$ cat config.mk
export PLATFORM = sky130hd
export DESIGN_NAME = depth_layer_rle_decoder_top
export DESIGN_NICKNAME = d
export VERILOG_FILES = /design/src/rtl/dlrd_pkg.sv /design/src/rtl/dlrd_cell.sv /design/src/rtl/depth_layer_rle_decoder_top.sv
export VERILOG_INCLUDE_DIRS = /design/src /design/src/rtl
export SDC_FILE = /design/constraint.sdc
export NUM_CORES = 1
export LEC_CHECK = 0
export BUFFER_PORTS_ARGS = -buffer_cell sky130_fd_sc_hd__clkbuf_2
export CORE_MARGIN = 3
export CORE_UTILIZATION = 50
export DETAILED_ROUTE_END_ITERATION = 16
export HOLD_SLACK_MARGIN = 0.02
export PLACE_DENSITY_LB_ADDON = 0.15
export SLEW_MARGIN = 20
export SYNTH_ARGS = -nofsm -noshare
export SYNTH_HDL_FRONTEND = slang
export SYNTH_SLANG_ARGS = --single-unit
$ cat constraint.sdc
create_clock -name clk -period 9.2 [get_ports clk]
set_input_delay 0 -clock clk [delete_from_list [all_inputs] [get_ports clk]]
set_output_delay 0 -clock clk [all_outputs]
set_load 0.01 [all_outputs]
$ cat src/rtl/depth_layer_rle_decoder_top_assert.svh
`ifndef DEPTH_LAYER_RLE_DECODER_TOP_ASSERT_SVH
`define DEPTH_LAYER_RLE_DECODER_TOP_ASSERT_SVH

// check that cons holds in the same cycle as ante
`define DLRD_ASSERT_NOW(label, ante, cons, msg) \
    label: assert property (@(posedge clk) disable iff (!rst_n) (ante) |-> (cons)) \
        else $error(msg);

// check that cons holds in the cycle after ante
`define DLRD_ASSERT_NEXT(label, ante, cons, msg) \
    label: assert property (@(posedge clk) disable iff (!rst_n) (ante) |=> (cons)) \
        else $error(msg);

`endif

$ cat src/rtl/dlrd_pkg.sv
package dlrd_pkg;

    localparam int DEPTH_W = 16;
    localparam int RANK_W  = 4;
    localparam int IDX_W   = 4;
    localparam int LEN_W   = 17;
    localparam int PIX_W   = 24;
    localparam int CODE_W  = 8;

    localparam logic [1:0] OP_START = 2'd0;
    localparam logic [1:0] OP_PANEL = 2'd1;
    localparam logic [1:0] OP_DATA  = 2'd2;

    localparam logic [1:0] ST_OK        = 2'd0;
    localparam logic [1:0] ST_BAD_INDEX = 2'd1;
    localparam logic [1:0] ST_TOO_MANY  = 2'd2;
    localparam logic [1:0] ST_AFTER_END = 2'd3;

    localparam logic [3:0]       COUNT_ESCAPE = 4'd15;
    localparam logic [LEN_W-1:0] ESC_OFFSET   = 17'd16;
    localparam logic [PIX_W-1:0] PIX_RESET    = 24'd307200;

    typedef struct packed {
        logic clear;
        logic load;
    } cell_ctrl_t;

    typedef struct packed {
        logic [CODE_W-1:0] layer_code;
        logic [LEN_W-1:0]  run_length;
        logic              last_run;
        logic [1:0]        status;
    } result_t;

endpackage

$ cat src/rtl/dlrd_cell.sv
module dlrd_cell (
    input  logic                         clk,
    input  logic                         rst_n,
    input  dlrd_pkg::cell_ctrl_t         ctrl,
    input  logic [dlrd_pkg::DEPTH_W-1:0] value,
    input  logic [dlrd_pkg::RANK_W-1:0]  new_rank,
    input  logic                         prev_valid,
    output logic                         valid,
    output logic                         ge,
    output logic [dlrd_pkg::RANK_W-1:0]  rank
);
    import dlrd_pkg::*;

    logic                 valid_reg;
    logic                 valid_next;
    logic [DEPTH_W-1:0]   depth_reg;
    logic [DEPTH_W-1:0]   depth_next;
    logic [RANK_W-1:0]    rank_reg;
    logic [RANK_W-1:0]    rank_next;
    logic                 below;

    assign below = value < depth_reg;
    assign ge    = valid_reg && !below;
    assign valid = valid_reg;
    assign rank  = rank_reg;

    always_comb
    begin
        valid_next = valid_reg;
        depth_next = depth_reg;
        rank_next  = rank_reg;
        if (ctrl.clear)
        begin
            valid_next = 1'b0;
        end
        else if (ctrl.load)
        begin
            if (valid_reg)
            begin
                if (below)
                begin
                    rank_next = rank_reg + 1'b1;
                end
            end
            else if (prev_valid)
            begin
                valid_next = 1'b1;
                depth_next = value;
                rank_next  = new_rank;
            end
        end
    end

    always_ff @(posedge clk or negedge rst_n)
    begin
        if (!rst_n)
        begin
            valid_reg <= 1'b0;
        end
        else
        begin
            valid_reg <= valid_next;
        end
    end

    always_ff @(posedge clk)
    begin
        depth_reg <= depth_next;
        rank_reg  <= rank_next;
    end

endmodule

$ cat src/rtl/depth_layer_rle_decoder_top.sv
// Run-length decoder with a ranked depth palette. Words are taken at one per
// clock while in_ready is high: each panel value is ranked in the cell row in
// the cycle it arrives, and each data byte is decoded and clipped against the
// frame size in the same cycle; the result word is registered in the output
// register, or in the one skid stage while the output holds a waiting word,
// so the input keeps flowing; in_ready drops only while the skid stage is
// occupied. Escaped runs take three data bytes and give one result on the last.
module depth_layer_rle_decoder_top #(
    parameter int MAX_PANELS = 16
) (
    input  logic                         clk,
    input  logic                         rst_n,
    input  logic                         cfg_wr_en,
    input  logic [dlrd_pkg::PIX_W-1:0]   cfg_wr_data,
    input  logic                         in_valid,
    output logic                         in_ready,
    input  logic [1:0]                   operation,
    input  logic [dlrd_pkg::DEPTH_W-1:0] item_value,
    output logic                         out_valid,
    input  logic                         out_ready,
    output logic [dlrd_pkg::CODE_W-1:0]  layer_code,
    output logic [dlrd_pkg::LEN_W-1:0]   run_length,
    output logic                         last_run,
    output logic [1:0]                   status
);
    import dlrd_pkg::*;

    localparam logic [1:0] PH_HEADER     = 2'd0;
    localparam logic [1:0] PH_COUNT_HIGH = 2'd1;
    localparam logic [1:0] PH_COUNT_LOW  = 2'd2;

    logic                  accept;
    logic                  full;
    cell_ctrl_t            cell_ctrl;
    logic [RANK_W-1:0]     new_rank;
    logic [MAX_PANELS-1:0] cell_valid;
    logic [MAX_PANELS-1:0] cell_ge;
    logic [MAX_PANELS-1:0] cell_prev;
    logic [RANK_W-1:0]     cell_rank [MAX_PANELS];

    logic [PIX_W-1:0]      pixel_total_reg;
    logic [1:0]            phase_reg;
    logic [1:0]            phase_next;
    logic [IDX_W-1:0]      held_index_reg;
    logic [IDX_W-1:0]      held_index_next;
    logic [7:0]            count_high_reg;
    logic [7:0]            count_high_next;
    logic [PIX_W-1:0]      pixels_done_reg;
    logic [PIX_W-1:0]      pixels_done_next;

    logic [7:0]            data_byte;
    logic                  emit;
    logic [IDX_W-1:0]      run_idx;
    logic [LEN_W-1:0]      run_len;
    logic [PIX_W-1:0]      remain;
    logic [LEN_W-1:0]      clipped;
    logic                  hit;
    logic [RANK_W-1:0]     hit_rank;
    logic                  res_fire;
    result_t               res;

    logic                  out_valid_reg;
    logic                  skid_valid_reg;
    result_t               out_reg;
    result_t               skid_reg;
    logic                  out_fire;
    logic                  out_load;
    logic                  skid_load;
    logic                  skid_move;

    assign in_ready = !skid_valid_reg;
    assign accept   = in_valid && in_ready;
    assign full     = cell_valid[MAX_PANELS-1];

    assign cell_ctrl.clear = accept && (operation == OP_START);
    assign cell_ctrl.load  = accept && (operation == OP_PANEL) && !full;

    always_comb
    begin
        new_rank = '0;
        for (int j = 0; j < MAX_PANELS; j++)
        begin
            new_rank = new_rank + RANK_W'(cell_ge[j]);
        end
    end

    assign cell_prev = {cell_valid[MAX_PANELS-2:0], 1'b1};

    for (genvar g = 0; g < MAX_PANELS; g++)
    begin : g_cell
        dlrd_cell u_cell (
            .clk        (clk),
            .rst_n      (rst_n),
            .ctrl       (cell_ctrl),
            .value      (item_value),
            .new_rank   (new_rank),
            .prev_valid (cell_prev[g]),
            .valid      (cell_valid[g]),
            .ge         (cell_ge[g]),
            .rank       (cell_rank[g])
        );
    end

    assign data_byte = item_value[7:0];

    always_comb
    begin
        hit      = 1'b0;
        hit_rank = '0;
        for (int j = 0; j < MAX_PANELS; j++)
        begin
            if (IDX_W'(j) == run_idx && cell_valid[j])
            begin
                hit      = 1'b1;
                hit_rank = cell_rank[j];
            end
        end
    end

    assign remain  = pixel_total_reg - pixels_done_reg;
    assign clipped = (PIX_W'(run_len) > remain) ? remain[LEN_W-1:0] : run_len;

    always_comb
    begin
        phase_next       = phase_reg;
        held_index_next  = held_index_reg;
        count_high_next  = count_high_reg;
        pixels_done_next = pixels_done_reg;
        emit             = 1'b0;
        run_idx          = data_byte[3:0];
        run_len          = LEN_W'(data_byte[7:4]) + 1'b1;
        res_fire         = 1'b0;
        res              = '0;
        if (accept)
        begin
            case (operation)
                OP_START:
                begin
                    phase_next       = PH_HEADER;
                    held_index_next  = '0;
                    count_high_next  = '0;
                    pixels_done_next = '0;
                end
                OP_PANEL:
                begin
                    if (full)
                    begin
                        res_fire   = 1'b1;
                        res.status = ST_TOO_MANY;
                    end
                end
                OP_DATA:
                begin
                    if (pixels_done_reg >= pixel_total_reg)
                    begin
                        res_fire   = 1'b1;
                        res.status = ST_AFTER_END;
                    end
                    else
                    begin
                        case (phase_reg)
                            PH_COUNT_HIGH:
                            begin
                                count_high_next = data_byte;
                                phase_next      = PH_COUNT_LOW;
                            end
                            PH_COUNT_LOW:
                            begin
                                phase_next = PH_HEADER;
                                run_idx    = held_index_reg;
                                run_len    = LEN_W'({count_high_reg, data_byte}) + ESC_OFFSET;
                                emit       = 1'b1;
                            end
                            default:
                            begin
                                phase_next = PH_HEADER;
                                if (data_byte[7:4] == COUNT_ESCAPE)
                                begin
                                    held_index_next = data_byte[3:0];
                                    phase_next      = PH_COUNT_HIGH;
                                end
                                else
                                begin
                                    emit = 1'b1;
                                end
                            end
                        endcase
                    end
                end
                default:
                begin
                end
            endcase
        end
        if (emit)
        begin
            pixels_done_next = pixels_done_reg + PIX_W'(clipped);
            res_fire         = 1'b1;
            res.layer_code   = hit ? {hit_rank, 4'b0000} : '0;
            res.run_length   = clipped;
            res.last_run     = (pixels_done_next == pixel_total_reg);
            res.status       = hit ? ST_OK : ST_BAD_INDEX;
        end
    end

    always_ff @(posedge clk or negedge rst_n)
    begin
        if (!rst_n)
        begin
            pixel_total_reg <= PIX_RESET;
            phase_reg       <= PH_HEADER;
            held_index_reg  <= '0;
            count_high_reg  <= '0;
            pixels_done_reg <= '0;
        end
        else
        begin
            if (cfg_wr_en)
            begin
                pixel_total_reg <= cfg_wr_data;
            end
            phase_reg       <= phase_next;
            held_index_reg  <= held_index_next;
            count_high_reg  <= count_high_next;
            pixels_done_reg <= pixels_done_next;
        end
    end

    assign out_fire  = out_valid_reg && out_ready;
    assign out_load  = res_fire && (!out_valid_reg || out_fire);
    assign skid_load = res_fire && out_valid_reg && !out_fire;
    assign skid_move = !res_fire && out_fire && skid_valid_reg;

    always_ff @(posedge clk or negedge rst_n)
    begin
        if (!rst_n)
        begin
            out_valid_reg  <= 1'b0;
            skid_valid_reg <= 1'b0;
        end
        else
        begin
            if (out_load || skid_move)
            begin
                out_valid_reg <= 1'b1;
            end
            else if (out_fire)
            begin
                out_valid_reg <= 1'b0;
            end
            if (skid_load)
            begin
                skid_valid_reg <= 1'b1;
            end
            else if (skid_move)
            begin
                skid_valid_reg <= 1'b0;
            end
        end
    end

    // hold payload words; advance skid into the output when drained
    always_ff @(posedge clk)
    begin
        if (out_load)
        begin
            out_reg <= res;
        end
        else if (skid_move)
        begin
            out_reg <= skid_reg;
        end
        if (skid_load)
        begin
            skid_reg <= res;
        end
    end

    assign out_valid  = out_valid_reg;
    assign layer_code = out_reg.layer_code;
    assign run_length = out_reg.run_length;
    assign last_run   = out_reg.last_run;
    assign status     = out_reg.status;

`include "depth_layer_rle_decoder_top_assert.svh"

    `DLRD_ASSERT_NOW(a_skid_behind_out, skid_valid_reg, out_valid_reg, "skid word without output word")
    `DLRD_ASSERT_NOW(a_cells_packed, 1'b1, ((cell_valid + 1'b1) & cell_valid) == '0, "panel cells not filled in order")
    `DLRD_ASSERT_NOW(a_last_is_run, out_valid_reg && last_run, run_length != '0 && (status == ST_OK || status == ST_BAD_INDEX), "last flag on a non-run word")
    `DLRD_ASSERT_NEXT(a_frame_start_clears, accept && operation == OP_START, cell_valid == '0 && pixels_done_reg == '0, "frame start did not clear state")

endmodule
==> results by group <==
Outcome
  – Outcome: completed

Synth
  – Synth Area in XOR/XNOR: 3.18%
  – Adder-cell share of the synthesized area: between 10% and 20%
  – Main synth FF type: edfxtp_1
  – Unique masters post-synth: between 90 and 100
  – Compound-cell area share of the yosys netlist: 15.5%
  – Yosys top cell area share: between 30% and 40%
  – Synth warn: 0
  – Post-synth EDFFs: about 370
  – Synth Area in Simple Gates: roughly a tenth
  – Area contributors post-synth: edfxtp_1 (40%), ha_1 (15%), dfrtp_1 (6.8%)
  – Syn Area/Cell: 10.6 um^2
  – Post-synth ARST share: around 18%
  – Cell Area, Synth: 27,900 um^2
  – Largest family of logic cells by synthesized area: adder cells
  – Commonest cells in the netlist: edfxtp_1 (368), inv_1 (343), ha_1 (329), nand2_1 (177), nor2_1 (176)
  – Multiplexer area fraction after synthesis: under 10%
  – Top-count cell post-synth: edfxtp_1
  – Cell taking the most area after synthesis: edfxtp_1
  – Yosys reg bits: approximately 450
  – Sequential area share after synthesis: a little under half
  – Mapped Cells: 2,638

Hold path
  – Hold Path Class: in -> reg

Critical path
  – Critical Path AT: between 8 and 9 ns
  – Max incr delay on CP: around 0.54 ns
  – Worst EP required: slightly below 10 ns
  – WS Path Type: reg -> reg
  – Buf/Inv on CP: 4
  – Cell family with most CP delay: simple AND/OR/NAND/NOR gates
  – Crit-path slowest cell: a21o_1
  – Worst setup EP type: flop
  – Crit-path max FO: 33
  – Setup crit start kind: flop

Clock tree
  – Total CTS buffers: 51
  – CTS clock-pin slew for the worst setup and hold paths: around 0.06 ns
  – # clock sinks: approximately 450
  – Post-cts resize count: 0
  – Clock Path Buffers: 3
  – CTS Root Cell: clkbuf_16
  – Setup Fix Bufs, Post-CTS: 0
  – Worst-Skew Late Latency: 0.61 ns
  – CTS tree: built
  – CTS H-Tree Depth: 2
  – Post-CTS Hold Buffers: 40

Placement
  – Placed cell areas: a little under 30,000 um^2
  – Post-DP HPWL: 51.7 mm
  – PortBufs: roughly 70
  – GP Congestion: 0.931

Die
  – Starting Density: between 50% and 60%
  – Die W: between 200 and 250 um
  – Die Y: roughly 240 um
  – # rows: 85
  – Io pins: 77
  – Die Area: 58,700 um^2
  – Core ar.: around 54,000 um^2

STA
  – Max-slew headroom: between 40% and 50%
  – Max-slew violation count: 0
  – Setup violations, final: 0
  – Min Tclk post-route: 8.09 ns
  – Worst-Margin Slew: 0.881 ns
  – Final period utilization: between 80 and 90%
  – RSZ-0062 raised after global routing: no
  – Final Skew: 0.0294 ns
  – Hold Vio Cnt, Final: 0
  – TNS Setup: 0 ns
  – Fmax: about 0.12 GHz

Pwr
  – Leakage power: ~14 nW
  – Total Power: roughly 5.6 mW
  – Maximum vdd drop: between 0.2 and 0.25 mV
  – Power density over the cells: between 150 and 200 nW/um^2

Routing
  – Via/cell ratio: between 5 and 6
  – DRC viols: 0
  – Router iterations before antenna repair: 5
  – DR vias: between 20k and 25k
  – DRT iter0 DRCs: 1,285
  – Total wire length: approximately 72 mm
  – Routed WL per cell: between 20 and 25 um
  – Final ANT Viol Nets: 0

GRT
  – GRT Total Usage: between 20% and 30%
  – Initial antenna violation count: 0
  – Vias in the first global route: approximately 20k
  – First-pass GRT wire length: 114 mm
  – Largest net degree at the start of global routing: 56
  – Congestion Overflow GR: 0

Layout
  – Max reg flops: about 260
  – Diodes inserted: 0
  – Number of fill cells in the layout: 4,609
  – Share of cells above drive strength 1: 10.3%
  – Fin nets: 3,154
  – Final instance area: 31,400 um^2
  – Area grow syn2layout: 12.7%

Job
  – Max-Cap Viols: 0
==> routing by layer <==
metal	GRT usage [%]	share of wire, %
met4	7.27	2.6
met2	42.9	49
met3	2.72	3.8
met1	31.7	44
met5	0	0
==> where the power goes <==
group | internal [mW] | switching [mW]
combinational | 0.393 | 0.642
sequential | 2.30 | 0.105
clock | 1.33 | 0.864
==> cells in the final DEF, fill, tap and decap left out, drive strengths merged, types with 8 or more instances in the layout <==
cell type,count
o21ai,152
a2111oi,16
nor4,15
nand2,178
nand3,90
a211oi,29
xor2,51
dlygate4sd3,39
a31o,9
mux2i,30
mux2,28
ha,329
nor2,177
a21o,101
nor2b,21
buf,51
o22ai,8
and2,17
edfxtp,368
and3,10
dfrtp,76
or2,8
o211ai,15
bufinv,8
inv,346
a21oi,119
nand2b,28
a21boi,8
o21a,43
xnor2,45
fa,12
o32ai,8
nor3,40
clkinv,10
a22o,12
clkbuf,140
nand4,23
o31ai,19
a31oi,32
==> cell families after synthesis <==
family                     Yosys count
muxes                               60
DFF                                448
buffers and inverters              432
AOI/OAI and AO/OA                  639
xor gates and xnor gates            98
adders and majority gates          341
and+or+nand+nor                    619
other                                1
==> cell type report <==
| cell class | count | area, um^2 | area share, % |
|---|---|---|---|
| clock buffer | 69 | 1440 | 4.56 |
| inverter | 343 | 1290 | 4.09 |
| timing repair buffer | 161 | 1140 | 3.63 |
| tap | 739 | 925 | 2.94 |
| sequential | 448 | 13100 | 41.5 |
| clock inverter | 27 | 397 | 1.26 |
| multi-input combinational | 1761 | 13200 | 42.0 |
==> per-stage QoR <==
step                hold slack (ns)  utilization [%]  cells  worst slack, ns
floorplan                    -0.296                -   2641             2.31
global placement            -0.0475             53.6   3412             1.32
detailed placement          -0.0446             53.6   3412             1.20
CTS                          0.0200             57.7   3548             1.16
global route                 0.0421             57.7   3548            0.436
finish                       0.0713             57.7   3548             1.11
==> worst paths after layout <==
check | from | to | slack, ns | cells past startpoint
min in group asynchronous | rst_n | g_cell[5].u_cell.valid | 0.48 | 4
worst min register to register | phase_reg[1] | phase_reg[1] | 0.52 | 1
max in group asynchronous | rst_n | count_high_reg[1] | 7.88 | 4
worst min-delay path | item_value[7] | g_cell[3].u_cell.depth_reg[7] | 0.07 | 1
worst max register to register | pixel_total_reg[0] | last_run | 1.11 | 34
worst max-delay path | pixel_total_reg[0] | last_run | 1.11 | 34
(Power assumes the default switching activity.)
